===== src/sysex_seven_bit_codec_assert.svh =====
// assertion macros for the sysex seven bit codec
`ifndef SYSEX_SEVEN_BIT_CODEC_ASSERT_SVH
`define SYSEX_SEVEN_BIT_CODEC_ASSERT_SVH

// condition must hold in the same cycle
`define SYSEX7_ASSERT_NOW(label, clk, rst_n, cond, expect_now, msg) \
    label: assert property (@(posedge clk) disable iff (!rst_n) \
        (cond) |-> (expect_now)) else $error(msg);

// condition must hold in the next cycle
`define SYSEX7_ASSERT_NEXT(label, clk, rst_n, cond, expect_next, msg) \
    label: assert property (@(posedge clk) disable iff (!rst_n) \
        (cond) |=> (expect_next)) else $error(msg);

`endif


===== src/sysex7_pkg.sv =====
// shared types and constants for the sysex seven bit codec
`default_nettype none

package sysex7_pkg;

    // group geometry
    localparam int GROUP_SIZE = 7;
    localparam logic [6:0] LOW_SEVEN = 7'h7F;
    localparam int QUEUE_DEPTH = 2;

    // mode register codes
    localparam logic MODE_ENCODE = 1'b0;
    localparam logic MODE_DECODE = 1'b1;

    // input beat
    typedef struct packed {
        logic [7:0] data_byte;
        logic       last_byte;
    } in_item_t;

    // result beat
    typedef struct packed {
        logic [7:0] out_byte;
        logic       out_last;
    } result_t;

    // work classes handed from front to back
    typedef enum logic [1:0] {
        CMD_ENC_STORE,
        CMD_ENC_FLUSH,
        CMD_DEC_HEADER,
        CMD_DEC_DATA
    } cmd_op_t;

    typedef struct packed {
        cmd_op_t    op;
        logic [7:0] data;
        logic [2:0] slot;
        logic       last;
    } cmd_t;

    // back end sequencer states
    typedef enum logic [1:0] {
        BK_IDLE,
        BK_HEADER,
        BK_DATA
    } back_state_t;

    // back end status toward the top level
    typedef struct packed {
        logic busy;
        logic cmd_pop;
    } back_stat_t;

endpackage

`default_nettype wire


===== src/sysex7_queue.sv =====
// command queue between the front and back ends
`default_nettype none

module sysex7_queue #(
    parameter int DEPTH = sysex7_pkg::QUEUE_DEPTH
) (
    input  wire                 clk,
    input  wire                 rst_n,
    input  wire                 wr_en,
    input  sysex7_pkg::cmd_t    wr_cmd,
    output logic                full,
    input  wire                 rd_en,
    output sysex7_pkg::cmd_t    rd_cmd,
    output logic                empty
);

    localparam int AW = (DEPTH > 1) ? $clog2(DEPTH) : 1;
    localparam int CW = $clog2(DEPTH + 1);
    localparam logic [AW-1:0] LAST_PTR = AW'(DEPTH - 1);
    localparam logic [CW-1:0] FULL_COUNT = CW'(DEPTH);

    sysex7_pkg::cmd_t entry_reg [DEPTH];
    logic [AW-1:0] wr_ptr_reg, wr_ptr_next;
    logic [AW-1:0] rd_ptr_reg, rd_ptr_next;
    logic [CW-1:0] count_reg, count_next;
    logic          do_wr, do_rd;

    assign full  = (count_reg == FULL_COUNT);
    assign empty = (count_reg == '0);
    assign do_wr = wr_en && !full;
    assign do_rd = rd_en && !empty;
    assign rd_cmd = entry_reg[rd_ptr_reg];

    // pointer and count update
    always_comb
    begin
        wr_ptr_next = wr_ptr_reg;
        rd_ptr_next = rd_ptr_reg;
        count_next  = count_reg;
        if (do_wr)
        begin
            wr_ptr_next = (wr_ptr_reg == LAST_PTR) ? '0 : wr_ptr_reg + 1'b1;
        end
        if (do_rd)
        begin
            rd_ptr_next = (rd_ptr_reg == LAST_PTR) ? '0 : rd_ptr_reg + 1'b1;
        end
        if (do_wr && !do_rd)
        begin
            count_next = count_reg + 1'b1;
        end
        else if (do_rd && !do_wr)
        begin
            count_next = count_reg - 1'b1;
        end
    end

    always_ff @(posedge clk or negedge rst_n)
    begin
        if (!rst_n)
        begin
            wr_ptr_reg <= '0;
            rd_ptr_reg <= '0;
            count_reg  <= '0;
        end
        else
        begin
            wr_ptr_reg <= wr_ptr_next;
            rd_ptr_reg <= rd_ptr_next;
            count_reg  <= count_next;
        end
    end

    // entry storage
    always_ff @(posedge clk)
    begin
        if (do_wr)
        begin
            entry_reg[wr_ptr_reg] <= wr_cmd;
        end
    end

endmodule

`default_nettype wire


===== src/sysex7_front.sv =====
// front end: takes input beats, tracks group progress, classifies work
`default_nettype none

module sysex7_front (
    input  wire                   clk,
    input  wire                   rst_n,
    input  wire                   cfg_we,
    input  wire                   cfg_data,
    input  wire                   push,
    input  sysex7_pkg::in_item_t  item,
    input  wire                   q_full,
    output logic                  cmd_push,
    output sysex7_pkg::cmd_t      cmd
);

    localparam logic [2:0] LAST_SLOT = 3'(sysex7_pkg::GROUP_SIZE - 1);
    localparam logic [2:0] LAST_POS  = 3'(sysex7_pkg::GROUP_SIZE);

    logic       mode_reg;
    logic [2:0] fill_reg, fill_next;
    logic [2:0] pos_reg, pos_next;

    assign cmd_push = push && !q_full;

    // classify the incoming beat
    always_comb
    begin
        cmd.data  = item.data_byte;
        cmd.last  = item.last_byte;
        cmd.slot  = '0;
        cmd.op    = sysex7_pkg::CMD_ENC_STORE;
        fill_next = fill_reg;
        pos_next  = pos_reg;
        if (mode_reg == sysex7_pkg::MODE_ENCODE)
        begin
            cmd.slot = fill_reg;
            if (fill_reg == LAST_SLOT || item.last_byte)
            begin
                cmd.op    = sysex7_pkg::CMD_ENC_FLUSH;
                fill_next = '0;
            end
            else
            begin
                cmd.op    = sysex7_pkg::CMD_ENC_STORE;
                fill_next = fill_reg + 1'b1;
            end
        end
        else if (pos_reg == '0)
        begin
            cmd.op   = sysex7_pkg::CMD_DEC_HEADER;
            pos_next = item.last_byte ? 3'd0 : 3'd1;
        end
        else
        begin
            cmd.op   = sysex7_pkg::CMD_DEC_DATA;
            cmd.slot = pos_reg - 1'b1;
            pos_next = (item.last_byte || pos_reg == LAST_POS) ? '0 : pos_reg + 1'b1;
        end
    end

    // mode register and group counters
    always_ff @(posedge clk or negedge rst_n)
    begin
        if (!rst_n)
        begin
            mode_reg <= sysex7_pkg::MODE_ENCODE;
            fill_reg <= '0;
            pos_reg  <= '0;
        end
        else if (cfg_we)
        begin
            mode_reg <= cfg_data;
            fill_reg <= '0;
            pos_reg  <= '0;
        end
        else if (cmd_push)
        begin
            fill_reg <= fill_next;
            pos_reg  <= pos_next;
        end
    end

endmodule

`default_nettype wire


===== src/sysex7_back.sv =====
// back end: holds the chunk, emits header and data beats through an output register
`default_nettype none

module sysex7_back (
    input  wire                    clk,
    input  wire                    rst_n,
    input  wire                    clear,
    input  sysex7_pkg::cmd_t       cmd,
    input  wire                    q_empty,
    input  wire                    pop,
    output logic                   empty,
    output sysex7_pkg::result_t    result,
    output sysex7_pkg::back_stat_t stat
);

    sysex7_pkg::back_state_t state_reg, state_next;

    logic [7:0] buf_reg [sysex7_pkg::GROUP_SIZE];
    logic       buf_we;
    logic [2:0] cnt_reg, cnt_next;
    logic [2:0] idx_reg, idx_next;
    logic       last_reg, last_next;
    logic [6:0] hdr_reg, hdr_next;
    logic       out_valid_reg, out_valid_next;
    sysex7_pkg::result_t out_reg, out_next;
    logic       load_ok;
    logic       q_pop;
    logic [6:0] chunk_hdr;

    assign empty   = !out_valid_reg;
    assign result  = out_reg;
    assign load_ok = !out_valid_reg || pop;
    assign stat.busy    = (state_reg != sysex7_pkg::BK_IDLE);
    assign stat.cmd_pop = q_pop;

    // header bits from the held chunk
    always_comb
    begin
        for (int i = 0; i < sysex7_pkg::GROUP_SIZE; i++)
        begin
            chunk_hdr[i] = buf_reg[i][7] && (3'(i) <= cnt_reg);
        end
    end

    // sequencer next state and outputs
    always_comb
    begin
        state_next     = state_reg;
        cnt_next       = cnt_reg;
        idx_next       = idx_reg;
        last_next      = last_reg;
        hdr_next       = hdr_reg;
        out_next       = out_reg;
        out_valid_next = out_valid_reg && !pop;
        buf_we         = 1'b0;
        q_pop          = 1'b0;
        unique case (state_reg)
            sysex7_pkg::BK_IDLE:
            begin
                if (!q_empty)
                begin
                    unique case (cmd.op)
                        sysex7_pkg::CMD_ENC_STORE:
                        begin
                            buf_we = 1'b1;
                            q_pop  = 1'b1;
                        end
                        sysex7_pkg::CMD_ENC_FLUSH:
                        begin
                            buf_we     = 1'b1;
                            q_pop      = 1'b1;
                            cnt_next   = cmd.slot;
                            last_next  = cmd.last;
                            state_next = sysex7_pkg::BK_HEADER;
                        end
                        sysex7_pkg::CMD_DEC_HEADER:
                        begin
                            q_pop    = 1'b1;
                            hdr_next = cmd.data[6:0] & sysex7_pkg::LOW_SEVEN;
                        end
                        sysex7_pkg::CMD_DEC_DATA:
                        begin
                            if (load_ok)
                            begin
                                q_pop             = 1'b1;
                                out_valid_next    = 1'b1;
                                out_next.out_byte = {cmd.data[7] | hdr_reg[cmd.slot],
                                                     cmd.data[6:0]};
                                out_next.out_last = cmd.last;
                            end
                        end
                        default:
                        begin
                        end
                    endcase
                end
            end
            sysex7_pkg::BK_HEADER:
            begin
                if (load_ok)
                begin
                    out_valid_next    = 1'b1;
                    out_next.out_byte = {1'b0, chunk_hdr};
                    out_next.out_last = 1'b0;
                    idx_next          = '0;
                    state_next        = sysex7_pkg::BK_DATA;
                end
            end
            sysex7_pkg::BK_DATA:
            begin
                if (load_ok)
                begin
                    out_valid_next    = 1'b1;
                    out_next.out_byte = {1'b0, buf_reg[idx_reg][6:0] & sysex7_pkg::LOW_SEVEN};
                    out_next.out_last = last_reg && (idx_reg == cnt_reg);
                    if (idx_reg == cnt_reg)
                    begin
                        state_next = sysex7_pkg::BK_IDLE;
                    end
                    else
                    begin
                        idx_next = idx_reg + 1'b1;
                    end
                end
            end
            default:
            begin
                state_next = sysex7_pkg::BK_IDLE;
            end
        endcase
        if (clear)
        begin
            hdr_next = '0;
        end
    end

    // state register
    always_ff @(posedge clk or negedge rst_n)
    begin
        if (!rst_n)
        begin
            state_reg     <= sysex7_pkg::BK_IDLE;
            out_valid_reg <= 1'b0;
            hdr_reg       <= '0;
        end
        else
        begin
            state_reg     <= state_next;
            out_valid_reg <= out_valid_next;
            hdr_reg       <= hdr_next;
        end
    end

    // payload registers
    always_ff @(posedge clk)
    begin
        cnt_reg  <= cnt_next;
        idx_reg  <= idx_next;
        last_reg <= last_next;
        out_reg  <= out_next;
    end

    // chunk buffer
    always_ff @(posedge clk)
    begin
        if (buf_we)
        begin
            buf_reg[cmd.slot] <= cmd.data;
        end
    end

endmodule

`default_nettype wire


===== src/sysex_seven_bit_codec.sv =====
// top level of the sysex seven bit codec
// Byte stream codec for MIDI SysEx 7-bit packing; cfg_data 0 encodes, 1 decodes, and a
// write drops any partial group. Input beats enter a command queue of QUEUE_DEPTH entries
// and are taken at one per cycle while it has room. Decode gives one result beat per data
// beat, one per cycle while the output register is free or being popped, with header beats
// producing nothing. Encode stores one beat per cycle into the chunk buffer while the back
// end is idle and, on the seventh beat or a last beat, sends a header and up to seven data
// beats through the single output register at one per cycle while it is free or popped.
// The back end takes no command while it emits a chunk.
`default_nettype none

module sysex_seven_bit_codec #(
    parameter int QUEUE_DEPTH = sysex7_pkg::QUEUE_DEPTH
) (
    input  wire                   clk,
    input  wire                   rst_n,
    input  wire                   cfg_we,
    input  wire                   cfg_data,
    input  wire                   push,
    output logic                  full,
    input  sysex7_pkg::in_item_t  item,
    output logic                  empty,
    input  wire                   pop,
    output sysex7_pkg::result_t   result
);

    `include "sysex_seven_bit_codec_assert.svh"

    logic                   cmd_push;
    sysex7_pkg::cmd_t       front_cmd;
    sysex7_pkg::cmd_t       queue_cmd;
    logic                   q_full;
    logic                   q_empty;
    sysex7_pkg::back_stat_t back_stat;

    assign full = q_full;

    // classify input beats
    sysex7_front u_front (
        .clk      (clk),
        .rst_n    (rst_n),
        .cfg_we   (cfg_we),
        .cfg_data (cfg_data),
        .push     (push),
        .item     (item),
        .q_full   (q_full),
        .cmd_push (cmd_push),
        .cmd      (front_cmd)
    );

    // decouple front and back
    sysex7_queue #(
        .DEPTH (QUEUE_DEPTH)
    ) u_queue (
        .clk    (clk),
        .rst_n  (rst_n),
        .wr_en  (cmd_push),
        .wr_cmd (front_cmd),
        .full   (q_full),
        .rd_en  (back_stat.cmd_pop),
        .rd_cmd (queue_cmd),
        .empty  (q_empty)
    );

    // carry out the work and emit result beats
    sysex7_back u_back (
        .clk     (clk),
        .rst_n   (rst_n),
        .clear   (cfg_we),
        .cmd     (queue_cmd),
        .q_empty (q_empty),
        .pop     (pop),
        .empty   (empty),
        .result  (result),
        .stat    (back_stat)
    );

    // consistency checks
    `SYSEX7_ASSERT_NOW(a_no_pop_when_busy, clk, rst_n, back_stat.busy, !back_stat.cmd_pop,
        "back end took a command while emitting a chunk")
    `SYSEX7_ASSERT_NOW(a_no_pop_from_empty, clk, rst_n, q_empty, !back_stat.cmd_pop,
        "back end popped an empty queue")
    `SYSEX7_ASSERT_NEXT(a_accepted_beat_queued, clk, rst_n, cmd_push, !q_empty,
        "accepted beat did not reach the queue")

endmodule

`default_nettype wire

===== config.mk =====
export PLATFORM = sky130hd
export DESIGN_NAME = sysex_seven_bit_codec
export DESIGN_NICKNAME = d
export VERILOG_FILES = /design/src/sysex7_pkg.sv /design/src/sysex7_queue.sv /design/src/sysex7_front.sv /design/src/sysex7_back.sv /design/src/sysex_seven_bit_codec.sv
export VERILOG_INCLUDE_DIRS = /design/src /design/src/src
export SDC_FILE = /design/constraint.sdc
export NUM_CORES = 1
export LEC_CHECK = 0
export ABC_AREA = 0
export CAP_MARGIN = 20
export CORE_MARGIN = 5
export CORE_UTILIZATION = 55
export CTS_BUF_LIST = sky130_fd_sc_hd__clkbuf_4
export DETAILED_ROUTE_END_ITERATION = 16
export DONT_BUFFER_PORTS = 1
export GPL_TIMING_DRIVEN = 0
export HOLD_SLACK_MARGIN = 0.02
export PLACE_DENSITY = 0.75
export SLEW_MARGIN = 40
export SYNTH_ARGS = -nofsm -noshare
export SYNTH_HDL_FRONTEND = slang
export SYNTH_HIERARCHICAL = 1
export SYNTH_SLANG_ARGS = --single-unit

===== constraint.sdc =====
create_clock -name clk -period 3.83 [get_ports clk]
set_input_delay 0.5745 -clock clk [delete_from_list [all_inputs] [get_ports clk]]
set_output_delay 0.5745 -clock clk [all_outputs]
set_load 0.005 [all_outputs]

== Word level (Yosys, flattened, before mapping) ==
Memory sizes are Yosys's and may differ from the RTL's. A register that Yosys moved wholly into a read port is not among the register bits.
Index checks and enable logic that the tools add are counted.

* Multiplexer cells: 57
* Add/sub/neg operators: 8
* $lt $le $gt $ge: 8
* Bitwise operators: 2
* Reduce and logical (&&, ||, !) cells: 44
* Eq/ne operators: 19

{| class="wikitable"
|+ Operator list
! operator !! number
|-
| $mux 3 || 15
|-
| $mux 9 || 5
|-
| $mux 7 || 4
|-
| $pmux 9 s3 || 1
|-
| $mux 1 || 19
|-
| $mux 2 || 8
|-
| $logic_and 1x1->1 || 14
|-
| $ne 2x2->1 const B || 6
|-
| $reduce_bool 2->1 || 6
|-
| $add 3x1->3 const B || 3
|-
| $le 3x3->1 const A || 3
|-
| $eq 2x2->1 const B || 4
|-
| $ne 2x1->1 const B || 4
|-
| $eq 3x3->1 const B || 2
|-
| $le 1x3->1 const A || 2
|-
| $le 2x3->1 const A || 2
|-
| $logic_not 1->1 || 6
|-
| $logic_not 2->1 || 3
|-
| $pmux 2 s3 || 1
|-
| $pmux 3 s2 || 1
|-
| $reduce_and 3->1 || 2
|-
| $reduce_and 6->1 || 1
|-
| $reduce_and 5->1 || 1
|-
| $eq 2x1->1 const B || 2
|-
| 17 further kinds || 23
|}

* Memories: 2
* Bits in writable memories: 84
* Register bits: 37
* Output and inout port bits: 11

{| class="wikitable"
|+ Memories
! name !! words !! bits a word !! read ports !! clocked after memory_dff !! write ports !! RTL line !! source
|-
| u_back.buf_reg || 7 || 8 || 8 || 1 || 1 || sysex7_back.sv:18 || <nowiki>logic [7:0] buf_reg [sysex7_pkg::GROUP_SIZE];</nowiki>
|-
| u_queue.entry_reg || 2 || 14 || 1 || 0 || 1 || sysex7_queue.sv:22 || <nowiki>sysex7_pkg::cmd_t entry_reg [DEPTH];</nowiki>
|}

== Depth between registers and ports, before layout ==
Gate-level depths: netlist of the first run.

* Depth in word-level cells: 10
* Mapped depth: 10
* Depth with buffers taken out: 9

== By module ==
Netlist of the first run, hierarchy kept.

{| class="wikitable"
|+ Modules (own cells, without submodules)
! module !! area each (um2) !! sequential area each (um2) !! times used !! cells an instance
|-
| sysex7_back || 3,947.5 || 2,682.6 || 1 || 259
|-
| sysex7_queue || 1,260.0 || 940.9 || 1 || 63
|-
| sysex7_front || 569.3 || 175.2 || 1 || 59
|}

== Least setup slack after synthesis of the first run ==
No wires, ideal clock.

* Kind: register -> register
* Start: reg u_queue.rd_ptr_reg
* End: mem u_back.buf_reg[0][0], enable pin
* Stages on the path, launching flop included: 6
* Slack: 1,501 ps
* Buffers on the path: 2
* Setup time: 383 ps
* Data required time: 3,447 ps
* Arrival: 1,946 ps
* Path through: dfrtp_1 > buf_6 > buf_12 > mux2_4 > or3_1 > nor3_1

{| class="wikitable"
|+ RTL lines
! item !! RTL line !! source
|-
| start, declared || sysex7_queue.sv:24 || <nowiki>logic [AW-1:0] rd_ptr_reg, rd_ptr_next;</nowiki>
|-
| start signal, assigned || sysex7_queue.sv:69 || <nowiki>rd_ptr_reg <= rd_ptr_next;</nowiki>
|-
| end, declared || sysex7_back.sv:18 ||
|}

== Final worst setup path of the first run ==
* Start: reg u_back.state_reg[0]
* End: reg u_back.out_reg (netlist bit u_back/result[8]), enable pin

* Word-level cells in the longest chain between the ends: 3
* Elaborated cells between the ends (all ways): 10

{| class="wikitable"
|+ Ends and longest elaborated chain
! item !! RTL line !! source
|-
| start, declared || sysex7_back.sv:16 || <nowiki>sysex7_pkg::back_state_t state_reg, state_next;</nowiki>
|-
| start signal, assigned || sysex7_back.sv:142 || <nowiki>state_reg <= sysex7_pkg::BK_IDLE;</nowiki>
|-
| start signal, assigned || sysex7_back.sv:148 || <nowiki>state_reg <= state_next;</nowiki>
|-
| $eq 2x2->1, or another cell as far along || sysex7_back.sv:57 || <nowiki>unique case (state_reg)</nowiki>
|-
| $ne 2x1->1 (no source line), or another cell as far along || - ||
|-
| $reduce_and 6->1 (no source line) * || - ||
|-
| end signal, assigned || sysex7_back.sv:160 || <nowiki>out_reg <= out_next;</nowiki>
|-
| end, declared || sysex7_back.sv:25 || <nowiki>sysex7_pkg::result_t out_reg, out_next;</nowiki>
|}

Every way passes the cells marked *; elsewhere a longest branch is shown, timed or not.
A chain may end at the register's enable or synchronous reset.

==> results.toml, run 1 <==
[run_status]
outcome = "finished clean"

[clock_network]
htree_levels = 4
clock_sinks = 131
path_clk_slew_ns = 0.12
cts_buffers = 17
cts_resized = 0
clock-root-buffer = "clkbuf_4"
clock_latency_ns = 0.51
cts_buffer_depth = 2
cts_tree = "built"
postCtsSetupBuffers = 0

[sta]
whs_ns = 0.111
maxSlewViolCount = 0
fin_ws_ns = 1.31
finalSetupViolations = 0
fin_worst_skew_ns = 0.0188
fin_setup_tns_ns = 0
fmax_mhz = 398
rsz0062_at_grt = "no"
period_minus_slack_ns = 2.52
post-route-period-util = 0.657
worst_slew_pin_slew_ns = 0.881
hold_violations = 0
relSlewSlack = 0.411

[finish]
largest_reg_flops = 63
nFillCells = 795
fin_nets = 432
antennaDiodeCount = 0
drive_above_1_share = 0.235
syn2layout_area_growth_pct = 8.49

[drt]
avgViaCountPerCell = 5.71
routed_wl_um = 10500
drt_iter0_markers = 191
dr.pass1.iters = 4
route.detailed.drc = 0
via_count = 3159
wl_per_cell_um = 19.0
ant_nets = 0

[synthesis]
yosysTopAreaCellShare = 0.556
syn_area_mm2 = 0.00578
async_flop_share = 0.160
synth_area_leader_cell = "edfxtp_1"
yosysSeqAreaShare = 0.658
synth-seq-cells = 131
synth.area.top_cells = "edfxtp_1 (56%), dfrtp_1 (9.1%), mux4_2 (4.7%)"
synthesis.nets = 408
synth_edf_count = 107
yosys-top-cells-count = "edfxtp_1 (107), nor2_1 (25), dfrtp_1 (21), mux2i_1 (21)"
synth-main-ff-cell = "edfxtp_1"
postSynthCellCount = 381
yosysWarnings = 6
synth.most_common_cell = "edfxtp_1"
synth_area_per_cell_um2 = 15.2
ys_types = 56

[global_routing]
grt_max_degree = 22
grtUsageTotal = 0.177
grt_pass1_vias = 3233
grt_pass1_wl_um = 17000
grt_antenna_before_repair = 0
grt_overflow_total = 0

[die]
die_w_um = 112
start_util = 0.562
core_area_mm2 = 0.0103
fp.dieH_um = 112
die_area_mm2 = 0.0127
row_count = 37
ios = 26

[power]
power_density_mw_per_mm2 = 748
p_leak_uw = 0.00227
ir_worst_vdd_mv = 0.472

[worst_setup_path]
worstSetupStartpointType = "flop"
worstSetupPathType = "flop to flop"
critPathMaxFanout = 10
cp.arrival_ns = 2.73
endpoint_kind = "flop"
cp_data_required_time_ns = 4.04

[hold_path]
min_path_type = "primary input to flop"

[job]
drv_cap = 0

[place]
place_ws_ns = 1.32
port_buffers = 0
hpwlAfterDp_um = 7090
place.gp.congestion = 0.821
==> report_power, final <==
| group | total (uW) | switching [uW] | internal, uW |
|---|---|---|---|
| logic | 1710 | 1010 | 699 |
| registers | 2170 | 164 | 2010 |
| clock network | 809 | 495 | 314 |
| total | 4690 | 1670 | 3020 |
==> final timing paths <==
kind / depth (start not counted) / to / slack, ns / start
setup reg to reg: 7 / u_back/result[8] / 1.31 / u_back/state_reg[0]
max in group asynchronous: 2 / u_back/hdr_reg[1] / 2.94 / rst_n
hold / removal: 1 / u_front/fill_reg[2] / 0.11 / cfg_we
min in group asynchronous: 2 / u_front/fill_reg[2] / 0.54 / rst_n
setup / recovery: 7 / u_back/result[8] / 1.31 / u_back/state_reg[0]
hold reg to reg: 1 / u_queue/wr_ptr_reg / 0.53 / u_queue/wr_ptr_reg
==> cell usage in the layout, fill, tap and decap left out, types with 8 or more instances in the layout <==
master    count
buf_4        14
a21oi_1      16
nor2b_1       8
inv_1        16
ha_1         12
nor2_1       19
edfxtp_1    107
clkbuf_4     17
mux4_2       12
nand2_1      16
o21ai_1      11
mux2_4       10
dfrtp_1      21
mux2i_1      21
==> critical path: stages (launching register included) <==
cell and delay (ns):
dfrtp_1 0.43, inv_1 0.08, ha_1 0.29, clkbuf_1 0.34, clkbuf_1 0.45, o211ai_1 0.25, o31ai_4 0.12, buf_4 0.24
==> timing repair <==
item                                    4_1_cts  5_1_grt
endpoints found under the setup margin        0        0
hold buffers                                  1        1
endpoints found under the hold margin        21       20
==> layer usage <==
metal | global-route usage | part of all wire | vias up
li1 | - | - | 1487
met1 | 0.228 | 0.43 | 1568
met2 | 0.292 | 0.51 | 92
met3 | 0.0464 | 0.049 | 12
met4 | 0.0633 | 0.011 | 0
met5 | 0 | 0 | -
==> cell families after synthesis <==
kind of cell    Yosys count  synth area share
fa+ha+maj                12            0.0260
simple gates             77            0.0697
compound gates           62            0.0691
mux                      50             0.123
buf+inv                  40            0.0386
flops                   131             0.658
xor+xnor                  9            0.0162
==> through the flow <==
step | total power [uW] | utilization | cells | cell area (um^2)
final | 4690 | 0.610 | 553 | 6270
after global routing | 4980 | 0.610 | 553 | 6270
after CTS | 4710 | 0.609 | 552 | 6250
after detailed placement | 3900 | 0.584 | 520 | 6000
after global placement | 3790 | 0.579 | 517 | 5950
after floorplan | 3420 | - | 381 | 5780
==> area by class of cell <==
cell class | count | area, um^2 | area share
inverter | 16 | 60.1 | 0.00958
timing repair buffer | 5 | 37.5 | 0.00599
multi-input combinational | 210 | 1790 | 0.286
clock buffer | 17 | 128 | 0.0204
tap | 136 | 170 | 0.0272
clock inverter | 14 | 116 | 0.0186
buffer | 24 | 163 | 0.0260
sequential | 131 | 3800 | 0.606
(Power assumes the default switching activity.)
==> run 2, diff against run 1 <==
--- a/config.mk
+++ b/config.mk
@@ -15,7 +15,7 @@
 export DONT_BUFFER_PORTS = 1
 export GPL_TIMING_DRIVEN = 0
 export HOLD_SLACK_MARGIN = 0.02
-export PLACE_DENSITY = 0.75
+export PLACE_DENSITY = 0.78
 export SLEW_MARGIN = 40
 export SYNTH_ARGS = -nofsm -noshare
 export SYNTH_HDL_FRONTEND = slang
==> constraint.sdc (replaced) <==
create_clock -name clk -period 2.1 [get_ports clk]
set_input_delay 0.315 -clock clk [delete_from_list [all_inputs] [get_ports clk]]
set_output_delay 0.315 -clock clk [all_outputs]
set_load 0.005 [all_outputs]
==> results.toml, run 2 (synthesis results as in run 1) <==
[run_status]
outcome = "finished clean"

[worst_setup_path]
worstSetupStartpointType = "flop"
critPathMaxFanout = 10
endpoint_kind = "flop"
worstSetupPathType = "flop to flop"
cp_data_required_time_ns = 2.32
cp.arrival_ns = 2.27

[drt]
route.detailed.drc = 0
drt_iter0_markers = 266
ant_nets = 0
routed_wl_um = 11200
wl_per_cell_um = 19.6
via_count = 3272
dr.pass1.iters = 4
avgViaCountPerCell = 5.73

[sta]
period_minus_slack_ns = 2.05
worst_slew_pin_slew_ns = 0.515
fin_worst_skew_ns = 0.0180
post-route-period-util = 0.976
hold_violations = 0
maxSlewViolCount = 0
relSlewSlack = 0.655
finalSetupViolations = 0
fmax_mhz = 488

[place]
hpwlAfterDp_um = 7080
dpl-instance-area_mm2 = 0.00599
port_buffers = 0
place.gp.congestion = 0.817

[power]
total_power_uw = 9320
p_leak_uw = 0.00243
ir_worst_vdd_mv = 0.727
power_density_mw_per_mm2 = 1400

[clock_network]
path_clk_slew_ns = 0.11
cts_tree = "built"
clock_sinks = 131
clock-root-buffer = "clkbuf_4"
cts_buffer_depth = 2
cts_buffers = 17
clock_latency_ns = 0.51
htree_levels = 4

[finish]
antennaDiodeCount = 0
layout_commonest_cell = "edfxtp_1"
layout_common_cells = "edfxtp_1 (107), mux2i_1 (21), dfrtp_1 (21), buf_4 (19), clkbuf_4 (18)"
regArea_mm2 = 0.00380
largest_reg_flops = 63
fin_nets = 449
nFillCells = 731
finalInstanceArea_mm2 = 0.00665
syn2layout_area_growth_pct = 15.2
drive_above_1_share = 0.278
multi_input_area_mm2 = 0.00189

[die]
row_count = 37
die_area_mm2 = 0.0127
die_w_um = 112
ios = 26
start_util = 0.562
core_area_mm2 = 0.0103
fp.dieH_um = 112

[global_routing]
grtUsageTotal = 0.182
grt_pass1_vias = 3256
grt_pass1_wl_um = 17500
grt_max_degree = 22
grt_overflow_total = 0
grt_antenna_before_repair = 0

[job]
drv_cap = 0

[hold_path]
min_path_type = "primary input to flop"
run 2: path summary, 6_finish.rpt:
path                       slack (ns)  cells after the start                    to                start
max in group asynchronous        1.42                      2    u_front/pos_reg[0]                rst_n
min reg2reg                      0.53                      1   u_front/fill_reg[0]  u_front/fill_reg[0]
min in group asynchronous        0.32                      2     u_back/hdr_reg[0]                rst_n
max reg2reg                      0.05                      6  u_back/buf_reg[0][6]   u_queue/rd_ptr_reg
max                              0.05                      6  u_back/buf_reg[0][6]   u_queue/rd_ptr_reg
min                              0.15                      3    u_front/pos_reg[0]                 push
run 2: timing repair:
| item | 4_1_cts | 5_1_grt |
|---|---|---|
| endpoints found under the setup margin | 89 | 78 |
| gates resized for setup | 14 | 18 |
| hold endpoints to repair | 52 | 21 |
| pin swaps | 6 | 5 |
| buffers inserted | 8 | 1 |
| hold buffers | 12 | 1 |
| cloned | 0 | 0 |
run 2: layout make-up:
type                       count  share of cell area
sequential                   131               0.571
multi-input combinational    210               0.284
timing repair buffer          23              0.0357
clock inverter                15              0.0305
tap                          136              0.0256
buffer                        23              0.0250
clock buffer                  17              0.0192
inverter                      16             0.00903
run 2: worst max-delay path, cell delays in order, from the launching register on:
cell,delay (ns)
dfrtp_1,0.39
buf_6,0.13
buf_12,0.14
mux2_4,0.30
or3_4,0.45
nor3_4,0.18
buf_12,0.16
run 2: stage by stage:
step / utilization / hold WS [ns] / worst slack [ns] / cells / TNS, ns
after floorplan: - / 0.0194 / -0.0155 / 381 / -0.266
after global placement: 0.579 / 0.0202 / -0.662 / 517 / -30.84
after detailed placement: 0.582 / 0.0201 / -0.440 / 518 / -20.02
after CTS: 0.641 / 0.103 / -0.109 / 569 / -1.40
after global routing: 0.647 / 0.0870 / -0.00258 / 571 / -0.00258
final: 0.647 / 0.146 / 0.0503 / 571 / 0
run 2: power by group:
group          switching (uW)  internal, uW  total, uW
registers                 314          3660       3980
clock network             946           957       1900
logic                    1990          1450       3440
total                    3250          6070       9320
run 2: routing by layer:
metal	GRT usage	wire length [um]	vias to the layer above
met2	0.325	6010	97
met1	0.218	4480	1624
li1	-	-	1529
met4	0.0569	238	0
met3	0.0437	485	22
met5	0	0	-
